`src/dbps_pkg.sv`:
```
// ----------------------------------------------------------------------------
// dbps_pkg
// Constants, codes and shared types of the DFA byte pattern scanner.
// ----------------------------------------------------------------------------
`timescale 1ns / 1ps

package dbps_pkg;

  localparam int NUM_STATES      = 256;
  localparam int MATCH_SLOTS     = 8;
  localparam int POSITION_BITS   = 32;

  localparam int SYMBOL_BITS     = 8;
  localparam int SYMBOLS         = 1 << SYMBOL_BITS;
  localparam int SLOT_LIMIT      = 8;
  localparam int REPORT_SLOTS    = (MATCH_SLOTS < SLOT_LIMIT) ? MATCH_SLOTS : SLOT_LIMIT;
  localparam int STATE_BITS      = $clog2(NUM_STATES);
  localparam int TRANS_DEPTH     = NUM_STATES * SYMBOLS;
  localparam int OFFSET_BITS     = 32;

  // input item kinds
  typedef enum logic [1:0] {
    KIND_LOAD_TRANS = 2'd0,
    KIND_LOAD_SLOT  = 2'd1,
    KIND_START      = 2'd2,
    KIND_DATA       = 2'd3
  } kind_t;

  // controller states
  typedef enum logic [2:0] {
    ST_CLEAR,
    ST_IDLE,
    ST_TRANS,
    ST_SLOTS,
    ST_EMIT
  } state_t;

  // one match slot as stored in a bank
  typedef struct packed {
    logic       valid;
    logic [7:0] id;
    logic [7:0] len;
  } slot_entry_t;

  localparam int SLOT_ENTRY_BITS = $bits(slot_entry_t);

  // controller to datapath
  typedef struct packed {
    logic clear;
    logic load_trans;
    logic load_slot;
    logic start;
    logic trans_rd;
    logic step;
    logic capture;
    logic emit;
  } cmd_t;

  // datapath to controller
  typedef struct packed {
    logic clear_done;
    logic any_match;
    logic last_pending;
    logic out_free;
  } status_t;

endpackage

```
`src/dbps_ctrl.sv`:
```
// ----------------------------------------------------------------------------
// dbps_ctrl
// Sequencer: slot clearing after reset, item decode, read and emit steps.
// ----------------------------------------------------------------------------
`timescale 1ns / 1ps

module dbps_ctrl (
  input  logic              clk,
  input  logic              rst_n,
  input  logic              in_valid,
  input  logic [1:0]        in_kind,
  input  dbps_pkg::status_t status,
  output dbps_pkg::cmd_t    cmd,
  output logic              in_stall
);

  import dbps_pkg::*;

  state_t state_r, state_nxt;
  kind_t  kind;

  assign kind = kind_t'(in_kind);

  // state register
  always_ff @(posedge clk) begin
    if (!rst_n) begin
      state_r <= ST_CLEAR;
    end else begin
      state_r <= state_nxt;
    end
  end

  // next state
  always_comb begin
    state_nxt = state_r;
    unique case (state_r)
      ST_CLEAR: begin
        if (status.clear_done) state_nxt = ST_IDLE;
      end
      ST_IDLE: begin
        if (in_valid) begin
          unique case (kind) inside
            KIND_START:                     state_nxt = ST_SLOTS;
            KIND_DATA:                      state_nxt = ST_TRANS;
            KIND_LOAD_TRANS, KIND_LOAD_SLOT: state_nxt = ST_IDLE;
            default:                        state_nxt = ST_IDLE;
          endcase
        end
      end
      ST_TRANS: state_nxt = ST_SLOTS;
      ST_SLOTS: begin
        state_nxt = status.any_match ? ST_EMIT : ST_IDLE;
      end
      ST_EMIT: begin
        if (status.out_free && status.last_pending) state_nxt = ST_IDLE;
      end
      default: state_nxt = ST_CLEAR;
    endcase
  end

  // outputs
  always_comb begin
    cmd      = '0;
    in_stall = 1'b1;
    unique case (state_r)
      ST_CLEAR: cmd.clear = 1'b1;
      ST_IDLE: begin
        in_stall = 1'b0;
        if (in_valid) begin
          unique case (kind)
            KIND_LOAD_TRANS: cmd.load_trans = 1'b1;
            KIND_LOAD_SLOT:  cmd.load_slot  = 1'b1;
            KIND_START:      cmd.start      = 1'b1;
            KIND_DATA:       cmd.trans_rd   = 1'b1;
            default:         cmd            = '0;
          endcase
        end
      end
      ST_TRANS: cmd.step    = 1'b1;
      ST_SLOTS: cmd.capture = 1'b1;
      ST_EMIT:  cmd.emit    = status.out_free;
      default:  cmd         = '0;
    endcase
  end

endmodule

```
`config.mk`:
```
export PLATFORM = sky130hd
export DESIGN_NAME = dbps_ctrl
export DESIGN_NICKNAME = d
export VERILOG_FILES = /design/src/dbps_pkg.sv /design/src/dbps_ctrl.sv
export SDC_FILE = /design/constraint.sdc
export NUM_CORES = 1
export LEC_CHECK = 0
export BUFFER_PORTS_ARGS = -buffer_cell sky130_fd_sc_hd__buf_4
export CAP_MARGIN = 20
export CORE_AREA = 8 8 45 47
export CTS_CLUSTER_SIZE = 16
export DETAILED_ROUTE_END_ITERATION = 12
export DIE_AREA = 0 0 53 55
export PLACE_DENSITY = 0.57
export SLEW_MARGIN = 20
export SYNTH_ARGS = -nofsm -noshare
export SYNTH_HDL_FRONTEND = slang
export SYNTH_SLANG_ARGS = --single-unit
```
`constraint.sdc`:
```
create_clock -name clk -period 1.72 [get_ports clk]
set_input_delay 0.086 -clock clk [delete_from_list [all_inputs] [get_ports clk]]
set_output_delay 0.086 -clock clk [all_outputs]
set_load 0.02 [all_outputs]
```
# Word level (Yosys, flattened, before mapping)
# Index checks and enable logic that the tools add are counted.
# classes
n_eq_ne	10
muxes	17
n_reduce_logical	4
# op_table
op	count
one-hot mux 3 bit (5 select lines)	1
two-way mux 3 bit	4
one-hot mux 1 bit (2 select lines)	4
two-way mux 7 bit	1
equality test 3 x 2 -> 1 bit, second input constant	2
inequality test 2 bit, second input constant	3
two-way mux 1 bit	5
equality test 2 bit, second input constant	2
two-way mux 4 bit	1
one-hot mux 2 bit (2 select lines)	1
equality test 3 x 1 -> 1 bit, second input constant	1
equality test 3 bit, second input constant	1
logical NOT 3 bit	1
AND reduction 3 bit	1
equality test 2 x 1 -> 1 bit, second input constant	1
logical NOT 2 bit	1
logical AND 1 bit	1
# totals
register_bits	3
inputBits	9
output_inout_bits	9
wordCells	32

# Longest topological paths before layout
# Gate-level depths: netlist of run 1.
# depth
word_depth	4
mapped_depth	5
ltp_nobuf	5

# Worst setup path before layout of run 1
# No wires, ideal clock.
# synth_timing
path_kind	reg2out
startpoint	reg state_r[1]
endpoint	out cmd[5] (netlist name)
t_arrival_ns	1.314
path_slack_ns	0.320
stages_incl_launch_ff	5
path_cell_list	dfxtp_1 -> buf_4 -> nor3_2 -> nand2_1 -> nor3b_1
# synth_lines
element	line_no	text
start: declaration	dbps_ctrl.sv:19	state_t state_r, state_nxt;
start signal: assignment	dbps_ctrl.sv:29	state_r <= state_nxt;
end: declaration	dbps_ctrl.sv:13	output dbps_pkg::cmd_t cmd,

==> results of run 1 <==
-- cell usage in the layout (no fill, tap or decap), drive strengths merged --
| cell | instances |
|---|---|
| inv | 2 |
| dfxtp | 3 |
| o21a | 1 |
| and3 | 2 |
| a22oi | 1 |
| nor3 | 3 |
| mux2i | 1 |
| a32oi | 1 |
| a21oi | 3 |
| buf | 17 |
| nor2 | 4 |
| nor3b | 4 |
| nand2 | 3 |
| nor2b | 1 |
| and4 | 1 |
| nand4bb | 1 |
| o311a | 1 |
| clkbuf | 4 |
-- where the power goes --
group | internal, mW | leakage (nW) | switching [mW]
clock | 0.0870 | 0.0150 | 0.0371
sequential | 0.0744 | 0.0248 | 0.00784
combinational | 0.0438 | 0.147 | 0.0428
total | 0.205 | 0.187 | 0.0877
-- cell usage after synthesis (2+ instances only) --
library cell	count
dfxtp_1	3
nor2_1	4
nor3_1	2
a21oi_1	3
nor3b_1	4
inv_1	2
nand2_1	3
-- final timing paths --
| kind | end | depth (start not counted) |
|---|---|---|
| max | cmd[5] | 4 |
| min reg2reg | state_r[1]$_SDFFE_PN0P_ | 3 |
| min | state_r[0]$_SDFFE_PN0P_ | 2 |
| max reg2reg | state_r[0]$_SDFFE_PN0P_ | 4 |
-- cells by family (layout without fill, tap and decap cells) --
logic type / Yosys count / count (layout) / synth area share [%]
buf+inv: 4 / 23 / 10.7
compound gates: 7 / 7 / 20.0
simple gates: 19 / 19 / 43.3
mux: 1 / 1 / 3.72
flops: 3 / 3 / 22.3
-- critical path: stages, from the launching register on --
cell and delay, ns:
dfxtp_1 0.41, nor3_4 0.26, nand2_1 0.11, nor3b_1 0.20, buf_4 0.17
-- metrics by stage --
stage	cell area (um^2)	hold slack [ns]	setup slack, ns
2_1_floorplan	269	0.200	0.320
3_3_place_gp	395	0.319	0.387
3_5_place_dp	395	0.337	0.368
4_1_cts	422	0.0902	0.102
5_1_grt	429	0.0905	0.0657
6_report	429	0.0902	0.241
-- final cells by class --
class	instances	area (um^2)
Tap cell	16	20.0
Multi-Input combinational cell	27	186
Fill cell	161	955
Inverter	2	7.51
Sequential cell	3	61.3
Timing Repair Buffer	17	128
Clock buffer	4	26.3
-- routing by layer --
metal | global-route usage, % | part of all wire, %
met4 | 2.59 | 0
met3 | 4.55 | 9.5
met2 | 9.96 | 52
met5 | 0 | 0
met1 | 5.75 | 38
-- what timing repair did --
| action | in CTS | in global routing |
|---|---|---|
| gates resized for setup | 0 | 2 |
| hold endpoints to repair | 0 | 0 |
| hold buffers | 0 | 0 |
| setup endpoints to repair | 0 | 2 |
==> impl_metrics.csv, run 1 <==
group,metric,value,unit
detailed_routing,wl_per_cell,12.0,um
grt,antenna_found_initial,0,
placed_design,port_buffers,17,
critical_path,cp-start-kind,"flop",
critical_path,critPathLaunch,"state_r[2]$_SDFFE_PN0P_",
power_and_ir_drop,ir_worst_vdd,327,uV
sta,finalHoldViolations,0,
run_status,status,"completed",
critical_path,ff2ff_setup_slack,0.48,ns
critical_path,arrival,1.39,ns
grt,grt_pass1_wl,1260,um
cells_and_area,utilization,31.0,%
logic_synthesis,ys.flop_type,"dfxtp_1",
hold_path,worstHoldStart,"rst_n",
logic_synthesis,syn_avg_cell_area,7.91,um^2
grt,grt_usage,6.11,%
cells_and_area,fin_cells,69,
cells_and_area,largest_register_ffs,3,
floorplanning,initial_utilization,19.4,%
clock_network,tritoncts,"built",
detailed_routing,vias,312,
clock_network,cts_root_buf,"clkbuf_4",
grt,first_global_vias,286,
clock_network,clk_latency,0.23,ns
logic_synthesis,syn-instance-count,34,
floorplanning,design.portCount,18,
detailed_routing,drt-initial-drc-count,5,
sta,fin_skew,0.00125,ns
placed_design,place_hpwl,673,um
critical_path,criticalPathCategory,"flop to output port",
power_and_ir_drop,totalPowerFinal,0.293,mW
cells_and_area,nets,63,
critical_path,worstPathRequired,1.63,ns
floorplanning,design.core.area,1380,um^2
detailed_routing,remaining_drc_errors,0,
run,maxCapViolCount,0,
critical_path,reg2reg_from,"state_r[1]$_SDFFE_PN0P_",
detailed_routing,dr.pass1.iters,2,
sta,worst_pin_slew,0.394,ns
detailed_routing,ant_nets,0,
logic_synthesis,ys_seq_elements,3,
sta,max_freq,676,MHz
clock_network,postCtsSetupRepairBufs,0,
clock_network,ctsLongestPathBuffers,2,
detailed_routing,wl,829,um
clock_network,cts.sinks,3,
cells_and_area,drive_above_1_share,45.3,%
logic_synthesis,synthesis.nets,43,
sta,setup_viol,0,
grt,grt-ovfl-total,0,
sta,min_period,1.48,ns
logic_synthesis,synth_edf_count,0,
floorplanning,die_area,2920,um^2
floorplanning,rows,14,
sta,post-route-period-util,86.0,%
detailed_routing,via_per_inst,4.52,
placed_design,placed_cells,65,
logic_synthesis,yosys_warnings,0,
sta,rsz0062_at_grt,"false",
logic_synthesis,async_flop_share,0,%
logic_synthesis,yosys.cell_types.count,20,
cells_and_area,top_regs,"state_r: 3 flops",
cells_and_area,regMostFlops,"state_r",
logic_synthesis,syn-cell-area,269,um^2
logic_synthesis,yosysTopAreaCell,"dfxtp_1",
grt,grt_max_degree,11,
sta,maxSlewHeadroom,73.7,%
placed_design,globalplace.congestion,0.702,
logic_synthesis,yosys.area.top_type_share,22.3,%
power_and_ir_drop,power_leakage,0.187,nW
logic_synthesis,synth.area.top_cells,"dfxtp_1, nor3b_1, a21oi_1, nor2_1, clkbuf_8",
hold_path,min_path_type,"input pin to flop",
cells_and_area,area_growth,59.5,%
sta,final-max-slew-violation-count,0,
sta,fin_tns_setup,0,ns
clock_network,clk_pin_slew_worst_paths,0.04,ns
cells_and_area,diodes,0,
floorplanning,die_y,55,um
critical_path,cp-end-kind,"output port",
clock_network,htreeDepth,1,
power_and_ir_drop,cellPowerDensity,683,nW/um^2
critical_path,worstPathMaxFanout,10,
floorplanning,dieWidth,53,um
logic_synthesis,ys_seq_area_share,22.3,%
clock_network,cts_buffers,3,
Power figures use the tool's default switching activity.
==> run 2, diff against run 1 <==
--- a/config.mk
+++ b/config.mk
@@ -11,7 +11,7 @@
 export CTS_CLUSTER_SIZE = 16
 export DETAILED_ROUTE_END_ITERATION = 12
 export DIE_AREA = 0 0 53 55
-export PLACE_DENSITY = 0.57
+export PLACE_DENSITY = 0.42
 export SLEW_MARGIN = 20
 export SYNTH_ARGS = -nofsm -noshare
 export SYNTH_HDL_FRONTEND = slang
==> impl_metrics.csv, run 2 (synthesis gave the netlist of run 1 again) <==
group,metric,value,unit
run_status,status,"completed",
cells_and_area,fin_area,423,um^2
clock_network,cts.sinks,3,
detailed_routing,wl_per_cell,12.2,um
floorplanning,design.core.area,1380,um^2
placed_design,port_buffers,17,
grt,grt-ovfl-total,0,
cells_and_area,area_growth,57.2,%
cells_and_area,drive_above_1_share,45.3,%
clock_network,cts.repair.resized,0,
floorplanning,rows,14,
critical_path,arrival,1.44,ns
grt,first_global_vias,309,
detailed_routing,via_per_inst,4.39,
placed_design,globalplace.congestion,0.690,
detailed_routing,wl,840,um
sta,final-max-slew-violation-count,0,
power_and_ir_drop,cellPowerDensity,681,nW/um^2
sta,hold_ws,0.0741,ns
clock_network,clk_pin_slew_worst_paths,0.04,ns
sta,setup_viol,0,
sta,maxSlewHeadroom,76.8,%
grt,grt_max_degree,11,
power_and_ir_drop,power_leakage,0.190,nW
cells_and_area,final_cell_mix,"buf_4, nor3b_1, nor2_1",
sta,post-route-period-util,88.5,%
critical_path,worstPathMaxFanout,7,
sta,rsz0062_at_grt,"false",
sta,fin_tns_setup,0,ns
grt,grt_pass1_wl,1350,um
floorplanning,die_area,2920,um^2
sta,max_freq,657,MHz
cells_and_area,diodes,0,
clock_network,ctsLongestPathBuffers,2,
cells_and_area,final_common_cell,"buf_4",
placed_design,place_area,395,um^2
run,maxCapViolCount,0,
detailed_routing,drt-initial-drc-count,4,
cells_and_area,regMostFlops,"state_r",
grt,grt_usage,6.06,%
sta,finalHoldViolations,0,
grt,antenna_found_initial,0,
hold_path,min_path_type,"input pin to flop",
cells_and_area,largest_register_ffs,3,
critical_path,worstPathRequired,1.63,ns
critical_path,cp-start-kind,"flop",
sta,fin_skew,0.00244,ns
cells_and_area,nets,63,
clock_network,htreeDepth,1,
sta,worst_pin_slew,0.348,ns
floorplanning,die_y,55,um
clock_network,postCtsSetupRepairBufs,0,
clock_network,clk_latency,0.23,ns
cells_and_area,utilization,30.6,%
floorplanning,dieWidth,53,um
power_and_ir_drop,ir_worst_vdd,226,uV
cells_and_area,top_regs,"state_r: 3 flops",
critical_path,cp-end-kind,"output port",
floorplanning,design.portCount,18,
clock_network,ctsHoldBuffers,0,
floorplanning,initial_utilization,19.4,%
detailed_routing,dr.pass1.iters,3,
placed_design,place_hpwl,686,um
clock_network,tritoncts,"built",
detailed_routing,ant_nets,0,
clock_network,cts_buffers,3,
detailed_routing,remaining_drc_errors,0,
clock_network,cts_root_buf,"clkbuf_4",
cells_and_area,fill_cells,150,
sta,min_period,1.52,ns
detailed_routing,vias,303,
critical_path,criticalPathCategory,"flop to output port",
## run 2: cell types whose count changed in the layout (fill, tap and decap cells not counted)
cell and delta:
nor3_2 +1, nor3_4 -1
## run 2: cell type report
cell class | count | area [um^2] | area share (%)
Multi-Input combinational cell | 27 | 180 | 42.6
Timing Repair Buffer | 17 | 128 | 30.2
Sequential cell | 3 | 61.3 | 14.5
Clock buffer | 4 | 26.3 | 6.21
Tap cell | 16 | 20.0 | 4.73
Inverter | 2 | 7.51 | 1.78
## run 2: path summary, 6_finish.rpt
kind         slack (ns)                      end               startpoint  depth (start not counted)
max                0.20                   cmd[5]  state_r[0]$_SDFFE_PN0P_                          5
min                0.07  state_r[0]$_SDFFE_PN0P_                    rst_n                          2
max reg2reg        0.54  state_r[0]$_SDFFE_PN0P_  state_r[2]$_SDFFE_PN0P_                          3
min reg2reg        0.70  state_r[1]$_SDFFE_PN0P_  state_r[0]$_SDFFE_PN0P_                          3
## run 2: worst max-delay path, stage by stage (launching register included)
cell and delay [ns]:
dfxtp_2 0.38, inv_1 0.10, nor3_2 0.20, nand2_1 0.14, nor3b_1 0.21, buf_4 0.17
## run 2: through the flow
stage / power, mW / std cells / worst slack [ns]
after floorplan: 0.129 / 34 / 0.320
after global placement: 0.169 / 65 / 0.398
after detailed placement: 0.169 / 65 / 0.372
after CTS: 0.296 / 69 / 0.107
after global routing: 0.310 / 69 / 0.0690
final: 0.288 / 69 / 0.198
## run 2: routing by layer
metal,track usage (%),share of wire (%),vias up
met2,9.77,41,11
li1,-,-,163
met5,0,0,-
met3,2.67,12,0
met1,6.35,48,129
met4,3.88,0,0
## run 2: report_power, final
group | internal, mW | switching, mW | total, mW | leakage [nW]
registers | 0.0744 | 0.00768 | 0.0821 | 0.0248
clock network | 0.0868 | 0.0340 | 0.121 | 0.0150
logic | 0.0427 | 0.0425 | 0.0853 | 0.150
==> run 3, diff against run 2 <==
==> constraint.sdc (replaced) <==
create_clock -name clk -period 1.72 [get_ports clk]
set_input_delay 0.43 -clock clk [delete_from_list [all_inputs] [get_ports clk]]
set_output_delay 0.43 -clock clk [all_outputs]
set_load 0.02 [all_outputs]
==> impl_metrics.csv, run 3 (synthesis gave the netlist of run 1 again) <==
group,metric,value,unit
floorplanning,design.portCount,18,
placed_design,place_ws,0.191,ns
clock_network,postCtsSetupRepairBufs,0,
critical_path,critPathBufInv,1,
power_and_ir_drop,cellPowerDensity,650,nW/um^2
clock_network,cts_root_buf,"clkbuf_4",
grt,grt-ovfl-total,0,
grt,grt_usage,6.94,%
cells_and_area,final_cell_mix,"buf_4, nor2_1, nor3b_2, a21oi_1, clkbuf_4",
sta,finalHoldViolations,0,
cells_and_area,regMostFlops,"state_r",
sta,worst_pin_slew,0.266,ns
floorplanning,die_y,55,um
cells_and_area,fill_cells,158,
power_and_ir_drop,p_seq_share,25.4,%
clock_network,ctsLongestPathBuffers,2,
cells_and_area,top_regs,"state_r: 3 flops",
floorplanning,design.core.area,1380,um^2
detailed_routing,vias,329,
sta,setup_viol,0,
clock_network,ctsHoldBuffers,0,
clock_network,cts.sinks,3,
detailed_routing,ant_nets,0,
placed_design,place_hpwl,730,um
sta,fin_skew,0.00422,ns
cells_and_area,largest_register_ffs,3,
floorplanning,rows,14,
floorplanning,die_area,2920,um^2
sta,final-max-slew-violation-count,0,
detailed_routing,remaining_drc_errors,0,
power_and_ir_drop,intPower,0.211,mW
sta,maxSlewHeadroom,82.3,%
power_and_ir_drop,switchingPower,0.0946,mW
sta,fin_tns_setup,0,ns
grt,grt_pass1_wl,1500,um
critical_path,crit_slowest_cell,"dfxtp_2",
critical_path,cp-end-kind,"output port",
cells_and_area,drive_above_1_share,58.9,%
power_and_ir_drop,comb_power_share,33.3,%
sta,min_period,1.67,ns
critical_path,path_delay_family,"simple AND/OR/NAND/NOR gates",
sta,fin_ws,0.0498,ns
critical_path,arrival,1.24,ns
hold_path,worstHoldStart,"rst_n",
cells_and_area,diodes,0,
power_and_ir_drop,p_clk_share,41.2,%
sta,max_freq,599,MHz
detailed_routing,dr.pass1.iters,1,
critical_path,max_stage_delay,0.34,ns
power_and_ir_drop,power_leakage,0.207,nW
cells_and_area,nets,66,
hold_path,min_path_type,"input pin to flop",
clock_network,clk_latency,0.24,ns
placed_design,globalplace.congestion,0.750,
grt,antenna_found_initial,0,
floorplanning,dieWidth,53,um
detailed_routing,via_per_inst,4.57,
clock_network,tritoncts,"built",
sta,hold_ws,0.419,ns
power_and_ir_drop,p_sw_share,30.9,%
critical_path,critPathLaunch,"state_r[1]$_SDFFE_PN0P_",
critical_path,path_cells,"nor3_4 > nand2_2 > nor3b_2 > buf_4",
cells_and_area,area_growth,74.9,%
cells_and_area,final_common_cell,"buf_4",
critical_path,criticalPathCategory,"flop to output port",
critical_path,worstPathRequired,1.29,ns
sta,post-route-period-util,97.1,%
grt,grt_max_degree,10,
critical_path,cp-start-kind,"flop",
power_and_ir_drop,ir_worst_vdd,293,uV
detailed_routing,drt-initial-drc-count,0,
power_and_ir_drop,totalPowerFinal,0.306,mW
critical_path,reg2reg_from,"state_r[2]$_SDFFE_PN0P_",
sta,rsz0062_at_grt,"true",
run,maxCapViolCount,0,
run_status,status,"completed",
clock_network,clk_pin_slew_worst_paths,0.04,ns
grt,first_global_vias,339,
detailed_routing,wl_per_cell,13.0,um
critical_path,worstPathMaxFanout,5,
clock_network,cts_buffers,3,
placed_design,port_buffers,17,
detailed_routing,wl,934,um
clock_network,htreeDepth,1,
floorplanning,initial_utilization,19.4,%
run 3: changes by cell type in the layout (fill, tap and decap cells not counted), sizes merged:
| cell | change |
|---|---|
| buf | +3 |
run 3: layout make-up:
class | count | area (um^2) | share of cell area (%)
Multi-Input combinational cell | 27 | 204 | 43.4
Timing Repair Buffer | 20 | 150 | 31.9
Sequential cell | 3 | 62.6 | 13.3
Clock buffer | 4 | 26.3 | 5.59
Tap cell | 16 | 20.0 | 4.26
Inverter | 2 | 7.51 | 1.60
run 3: per-layer routing:
layer	part of all wire [%]	global-route usage (%)	up-vias
li1	-	-	169
met1	46	7.44	145
met2	44	10.4	13
met3	8.8	2.67	2
met4	2.0	6.47	0
met5	0	0	-
run 3: power groups by stage:
| stage | logic [mW] | clock network [mW] | registers (mW) |
|---|---|---|---|
| floorplan | 0.0505 | 0 | 0.0786 |
| global placement | 0.0984 | 0 | 0.0772 |
| detailed placement | 0.0978 | 0 | 0.0773 |
| CTS | 0.105 | 0.132 | 0.0775 |
| global route | 0.110 | 0.135 | 0.0784 |
| finish | 0.102 | 0.126 | 0.0778 |
run 3: stage by stage:
step	cell area (um^2)	instances	util (%)
global placement	418	68	30.2
finish	470	72	34.0
CTS	469	72	33.9
global route	470	72	34.0
detailed placement	418	68	30.2
floorplan	269	34	-
run 3: timing repair:
item | in CTS | in global routing
endpoints found under the setup margin | 4 | 3
pin swaps | 3 | 1
gates resized for setup | 7 | 1
run 3: final timing paths:
path         slack [ns]                 endpoint  cells after the start
max                0.05                   cmd[5]                      4
min                0.42  state_r[0]$_SDFFE_PN0P_                      2
max reg2reg        0.51  state_r[0]$_SDFFE_PN0P_                      4
min reg2reg        0.68  state_r[1]$_SDFFE_PN0P_                      3
